===== src/itoa_pkg.sv =====
// Package for the integer to ASCII converter: sequencer states, ASCII codes
// and the digit glyph function. It depends on nothing else.
`default_nettype none

package itoa_pkg;

  typedef enum logic [2:0] {
    ST_IDLE,
    ST_DIV,
    ST_FETCH,
    ST_SIGN,
    ST_EMIT
  } itoa_state_e;

  localparam logic [7:0] AsciiZero  = 8'h30;
  localparam logic [7:0] AsciiUpperA = 8'h41;
  localparam logic [7:0] AsciiMinus = 8'h2D;

  localparam logic [4:0] RadixMin = 5'd2;
  localparam logic [4:0] RadixMax = 5'd16;
  localparam logic [4:0] RadixTen = 5'd10;

  function automatic logic [7:0] digit_glyph(input logic [3:0] d);
    logic [7:0] g;
    if (d < 4'd10) begin
      g = AsciiZero + {4'd0, d};
    end else begin
      g = AsciiUpperA + {4'd0, d} - 8'd10;
    end
    return g;
  endfunction

endpackage

`default_nettype wire


===== src/integer_to_ascii_radix.sv =====
// Top level of the integer to ASCII converter: sequencer, shared divider step
// unit, digit store and output register. It depends on itoa_pkg.
`default_nettype none

// A transaction carries a 32-bit value, a radix (saturated to 2..16) and a
// kind; the block returns its ASCII digits most significant first, one
// character per output transaction, with last set on the final one. A
// negative value of signed kind in radix ten gives a leading minus sign.
// Digits are produced least significant first: in radices 2, 4, 8 and 16 by
// shift and mask, in the others by a shared compare-and-subtract unit that
// resolves four quotient bits a cycle. After the digits the store is read,
// the sign is sent if any, and then the characters follow one per cycle
// while the output is not stalled. The input is stalled for the whole
// conversion; the last character may still wait in the output register
// while the next transaction is taken.
module integer_to_ascii_radix #(
  parameter int MAX_DIGITS = 32
) (
  input  wire logic        clk_i,
  input  wire logic        rst_ni,
  input  wire logic        in_valid_i,
  output logic             in_stall_o,
  input  wire logic [31:0] value_i,
  input  wire logic [4:0]  radix_i,
  input  wire logic        kind_i,
  output logic             out_valid_o,
  input  wire logic        out_stall_i,
  output logic [7:0]       character_o,
  output logic             last_o
);
  import itoa_pkg::*;

  localparam int CW = $clog2(MAX_DIGITS + 1);
  localparam int AW = $clog2(MAX_DIGITS);

  itoa_state_e state_q, state_d;

  logic [CW-1:0] cnt_q, cnt_d, cnt_inc;
  logic [AW-1:0] idx_q, idx_d;
  logic [2:0]    step_q, step_d;
  logic          out_valid_q, out_valid_d;
  logic [7:0]    char_q, char_d;
  logic          last_q, last_d;

  logic [31:0] quot_q, quot_d;
  logic [3:0]  rem_q, rem_d;
  logic [4:0]  radix_q, radix_d;
  logic        pow2_q, pow2_d;
  logic [2:0]  sh_q, sh_d;
  logic        neg_q, neg_d;

  logic [3:0]    mem [MAX_DIGITS];
  logic [3:0]    rd_q;
  logic          rd_en, wr_en;
  logic [AW-1:0] rd_addr;
  logic [3:0]    wr_data;

  logic        accept, out_free;
  logic [4:0]  radix_sat;
  logic [31:0] div_q;
  logic [4:0]  div_r;
  logic [31:0] step_quot;
  logic [3:0]  step_digit;
  logic        digit_done, conv_done;

  assign accept   = in_valid_i && (state_q == ST_IDLE);
  assign out_free = !out_valid_q || !out_stall_i;
  assign cnt_inc  = cnt_q + CW'(1);

  always_comb begin
    if (radix_i < RadixMin) begin
      radix_sat = RadixMin;
    end else if (radix_i > RadixMax) begin
      radix_sat = RadixMax;
    end else begin
      radix_sat = radix_i;
    end
  end

  always_comb begin
    div_r = {1'b0, rem_q};
    div_q = quot_q;
    for (int i = 0; i < 4; i++) begin
      div_r = {div_r[3:0], div_q[31]};
      div_q = {div_q[30:0], 1'b0};
      if (div_r >= radix_q) begin
        div_r    = div_r - radix_q;
        div_q[0] = 1'b1;
      end
    end
  end

  always_comb begin
    if (pow2_q) begin
      step_quot  = quot_q >> sh_q;
      step_digit = quot_q[3:0] & ((4'd1 << sh_q) - 4'd1);
    end else begin
      step_quot  = div_q;
      step_digit = div_r[3:0];
    end
  end

  assign digit_done = pow2_q || (step_q == 3'd7);
  assign conv_done  = digit_done && ((step_quot == 32'd0) || (cnt_inc == CW'(MAX_DIGITS)));

  always_comb begin
    state_d = state_q;
    case (state_q)
      ST_IDLE: begin
        if (accept) state_d = ST_DIV;
      end
      ST_DIV: begin
        if (conv_done) state_d = ST_FETCH;
      end
      ST_FETCH: begin
        state_d = neg_q ? ST_SIGN : ST_EMIT;
      end
      ST_SIGN: begin
        if (out_free) state_d = ST_EMIT;
      end
      ST_EMIT: begin
        if (out_free && (idx_q == '0)) state_d = ST_IDLE;
      end
      default: state_d = ST_IDLE;
    endcase
  end

  always_comb begin
    cnt_d       = cnt_q;
    idx_d       = idx_q;
    step_d      = step_q;
    quot_d      = quot_q;
    rem_d       = rem_q;
    radix_d     = radix_q;
    pow2_d      = pow2_q;
    sh_d        = sh_q;
    neg_d       = neg_q;
    out_valid_d = out_valid_q && out_stall_i;
    char_d      = char_q;
    last_d      = last_q;
    wr_en       = 1'b0;
    wr_data     = step_digit;
    rd_en       = 1'b0;
    rd_addr     = idx_q;
    case (state_q)
      ST_IDLE: begin
        if (accept) begin
          radix_d = radix_sat;
          neg_d   = kind_i && (radix_sat == RadixTen) && value_i[31];
          quot_d  = (kind_i && (radix_sat == RadixTen) && value_i[31]) ? (32'd0 - value_i)
                                                                       : value_i;
          pow2_d  = (radix_sat == 5'd2) || (radix_sat == 5'd4) ||
                    (radix_sat == 5'd8) || (radix_sat == 5'd16);
          case (radix_sat)
            5'd2:    sh_d = 3'd1;
            5'd4:    sh_d = 3'd2;
            5'd8:    sh_d = 3'd3;
            default: sh_d = 3'd4;
          endcase
          rem_d  = 4'd0;
          step_d = 3'd0;
          cnt_d  = '0;
        end
      end
      ST_DIV: begin
        quot_d = step_quot;
        if (digit_done) begin
          wr_en  = 1'b1;
          cnt_d  = cnt_inc;
          idx_d  = cnt_q[AW-1:0];
          rem_d  = 4'd0;
          step_d = 3'd0;
        end else begin
          rem_d  = div_r[3:0];
          step_d = step_q + 3'd1;
        end
      end
      ST_FETCH: begin
        rd_en = 1'b1;
      end
      ST_SIGN: begin
        if (out_free) begin
          out_valid_d = 1'b1;
          char_d      = AsciiMinus;
          last_d      = 1'b0;
        end
      end
      ST_EMIT: begin
        if (out_free) begin
          out_valid_d = 1'b1;
          char_d      = digit_glyph(rd_q);
          last_d      = (idx_q == '0);
          rd_en       = 1'b1;
          rd_addr     = idx_q - AW'(1);
          idx_d       = idx_q - AW'(1);
        end
      end
      default: begin
      end
    endcase
  end

  always_ff @(posedge clk_i or negedge rst_ni) begin
    if (!rst_ni) begin
      state_q     <= ST_IDLE;
      cnt_q       <= '0;
      idx_q       <= '0;
      step_q      <= '0;
      out_valid_q <= 1'b0;
    end else begin
      state_q     <= state_d;
      cnt_q       <= cnt_d;
      idx_q       <= idx_d;
      step_q      <= step_d;
      out_valid_q <= out_valid_d;
    end
  end

  always_ff @(posedge clk_i) begin
    quot_q  <= quot_d;
    rem_q   <= rem_d;
    radix_q <= radix_d;
    pow2_q  <= pow2_d;
    sh_q    <= sh_d;
    neg_q   <= neg_d;
    char_q  <= char_d;
    last_q  <= last_d;
  end

  always_ff @(posedge clk_i) begin
    if (wr_en) begin
      mem[cnt_q[AW-1:0]] <= wr_data;
    end
  end

  always_ff @(posedge clk_i) begin
    if (rd_en) begin
      rd_q <= mem[rd_addr];
    end
  end

  assign in_stall_o  = (state_q != ST_IDLE);
  assign out_valid_o = out_valid_q;
  assign character_o = char_q;
  assign last_o      = last_q;

endmodule

`default_nettype wire


===== config.mk =====
export PLATFORM = sky130hd
export DESIGN_NAME = integer_to_ascii_radix
export DESIGN_NICKNAME = d
export VERILOG_FILES = /design/src/itoa_pkg.sv /design/src/integer_to_ascii_radix.sv
export SDC_FILE = /design/constraint.sdc
export NUM_CORES = 1
export LEC_CHECK = 0
export ABC_CLOCK_PERIOD_IN_PS = 20400
export BUFFER_PORTS_ARGS = -buffer_cell sky130_fd_sc_hd__buf_2
export CORE_MARGIN = 10
export CORE_UTILIZATION = 58
export CTS_CLUSTER_SIZE = 10
export DETAILED_ROUTE_END_ITERATION = 10
export GPL_ROUTABILITY_DRIVEN = 0
export PLACE_DENSITY = 0.74
export RECOVER_POWER = 25
export SLEW_MARGIN = 25
export SYNTH_ARGS = -nofsm -noshare
export SYNTH_HDL_FRONTEND = slang
export SYNTH_SLANG_ARGS = --single-unit

===== constraint.sdc =====
create_clock -name clk_i -period 20.4 [get_ports clk_i]
set_clock_uncertainty 0.2 [all_clocks]
set_input_delay 1.02 -clock clk_i [delete_from_list [all_inputs] [get_ports clk_i]]
set_output_delay 1.02 -clock clk_i [all_outputs]
set_load 0.01 [all_outputs]

==> flow_summary.yaml <==
status:
  outcome: "complete, but fails checks"
  violations: "max-capacitance violations, max-slew violations"
route:
  viasPerCell: 6.30
  drtIter0Drc: 824
  antenna_left: 0
  wl_um: 26700
  vias: 7795
  wl_per_cell_um: 21.6
  firstDrtPassIters: 5
  drcViolationCount: 0
synthesis:
  synth_flop_cell: "edfxtp_1"
  syn_nets: 1001
  syn_area_mm2: 0.0115
  ys_types: 73
  synth_warnings: 0
  async_flop_share: 0.0882
  seq_area_frac_synth: 0.523
  syn_area_per_cell_um2: 12.5
  ys_ff_latch: 204
  netlist_instances: 924
  synth_edf_count: 186
final_layout:
  area_delta_synth_final_pct: 10.4
  fill_cells: 1456
  drive_above_1_share: 0.178
  layout_common_cells: "edfxtp_1 (186), nor2_1 (86), nand2_1 (79)"
  antenna_cells: 0
  layout_commonest_cell: "edfxtp_1"
  nets: 1041
clock_tree:
  htreeDepth: 1
  cts_setup_buffers: 0
  clk_path_buf_depth: 3
  cts_resized: 0
  cts_tree: "done"
  root_buffer: "clkbuf_16"
  cts_buffers: 25
  clkSinkCount: 204
  cts_hold_buffers: 0
  cts.clk_slew.worst_paths_ps: 60
  clock_latency_ps: 540
worst_setup_path:
  worstPathRequired_ps: 20410
  r2r-end: "mem[6][2]"
  rr_worst_depth: 25
  critPathMaxFanout: 32
  r2r_slack_ps: 13150
  path_class: "reg2reg"
  arrival_ps: 7260
  end_kind: "register"
  regToRegStartpoint: "radix_q[1]"
  cp-start-kind: "register"
hold_path:
  holdPathEnd: "step_q[0]"
  hold_depth: 1
  min_path_type: "reg2reg"
  hp-start: "step_q[0]"
floorplanning:
  rows: 51
  fp.dieW_um: 161
  initial_core_util: 0.591
  die-area_mm2: 0.0259
  coreArea_mm2: 0.0195
  ios: 53
  die_h_um: 161
sta:
  hold_viol_final: 0
  min_period_ps: 7250
  min_period_over_period: 0.355
  tightest_slew_ps: 2140
  setup_violations: 0
  drv_slew: 84
  rsz0062_at_grt: "no"
  fin_tns_setup_ps: 0
  fmax_mhz: 138
  maxSlewHeadroom: -0.430
grt:
  grt_pass1_wl_um: 42700
  grt_max_degree: 47
  antenna_found_initial: 1
  grt_pass1_vias: 7796
  grtUsageTotal: 0.203
  overflow: 0
flow_run:
  cap_violations: 2
placed_design:
  numPortBuffers: 51
  post-dp-hpwl_um: 18800
## logic make-up (layout without fill, tap and decap cells)
kind of cell    Yosys count  after routing  share of synthesized area
simple gates            258            258                      0.104
flops                   204            204                      0.523
compound gates          194            194                      0.108
mux                     103            103                      0.160
buf+inv                  83            131                     0.0291
xor+xnor                 45             45                     0.0342
fa+ha+maj                36             36                     0.0414
other cells               1              1                   0.000325
## cells in the mapped netlist, drive strengths merged, types with 9 or more instances
master	number	area, um2
nor2	87	329
mux4	63	1420
buf	16	83.8
nor4	9	56.3
nand2	79	297
dfrtp	18	450
ha	31	388
inv	34	128
edfxtp	186	5590
nand3	10	50.1
xor2	22	193
mux2i	15	150
nor3	17	85.1
o21ai	62	314
mux2	25	282
o22ai	10	62.6
a21oi	43	215
xnor2	23	201
a21o	13	97.6
clkbuf	32	120
nor2b	11	68.8
## per-stage QoR
stage | area (um2) | util | std cells | setup slack, ps | hold slack, ps
floorplan | 11500 | - | 924 | 13090 | 266
global placement | 12000 | 0.616 | 1202 | 13180 | 291
detailed placement | 12100 | 0.618 | 1202 | 13230 | 303
CTS | 12800 | 0.654 | 1237 | 13160 | 225
global route | 12700 | 0.652 | 1237 | 12530 | 334
finish | 12700 | 0.652 | 1237 | 13150 | 304
## metal layers
layer	part of all wire	global-route usage	wire [um]	vias up
met2	0.50	0.334	13300	289
met4	0.023	0.0604	608	2
met1	0.41	0.267	10800	3834
met3	0.074	0.0414	1980	53
met5	0.00075	0	20	-
li1	-	-	-	3617
## worst max-delay path: stages (launching register included)
cell,delay [ps]
edfxtp_1,450
inv_1,270
ha_1,310
a21o_1,160
a21oi_1,230
o21ai_1,230
mux2_2,350
ha_1,340
a21o_1,180
a21o_1,170
a211o_1,420
o21ai_0,420
inv_1,80
ha_1,310
a21o_1,120
a21oi_1,60
o21ai_1,490
nor2_1,80
a21oi_1,300
ha_1,320
a21o_1,160
a21oi_1,170
o21ai_1,190
nand2_1,100
o21ai_0,170
o21ai_4,650
## worst max-delay path by stage
stage / startpoint / to / slack (ps) / depth (start not counted)
finish: radix_q[1] / mem[6][2] / 13150 / 25
global route: radix_q[1] / mem[22][2] / 12530 / 25
CTS: radix_q[1] / mem[9][2] / 13160 / 25
detailed placement: radix_q[1] / mem[24][2] / 13230 / 25
global placement: radix_q[1] / mem[24][0] / 13180 / 24
floorplan: radix_q[1] / mem[0][2] / 13090 / 26
## layout make-up
type / count / area [um2] / share of cell area
clock buffers: 30 / 644 / 0.0506
clock inverters: 5 / 62.6 / 0.00491
inverters: 35 / 131 / 0.0103
multi-input cells: 637 / 5230 / 0.411
flip-flops and latches: 204 / 6040 / 0.474
well taps: 265 / 332 / 0.0260
repair buffers: 61 / 299 / 0.0235
## registers in the layout (all words and copies together), names as in the netlist
register / cells
mem: 128
quot_q: 32
character_o: 7
cnt_q: 6
idx_q: 5
radix_q: 5
rd_q: 4
rem_q: 4
sh_q: 3
state_q: 3
step_q: 3
last_o: 1
neg_q: 1
out_valid_o: 1
pow2_q: 1
Power is left out: the tool's default activity adds up to more than one toggle a clock period on the data nets, which glitch-free logic cannot reach.
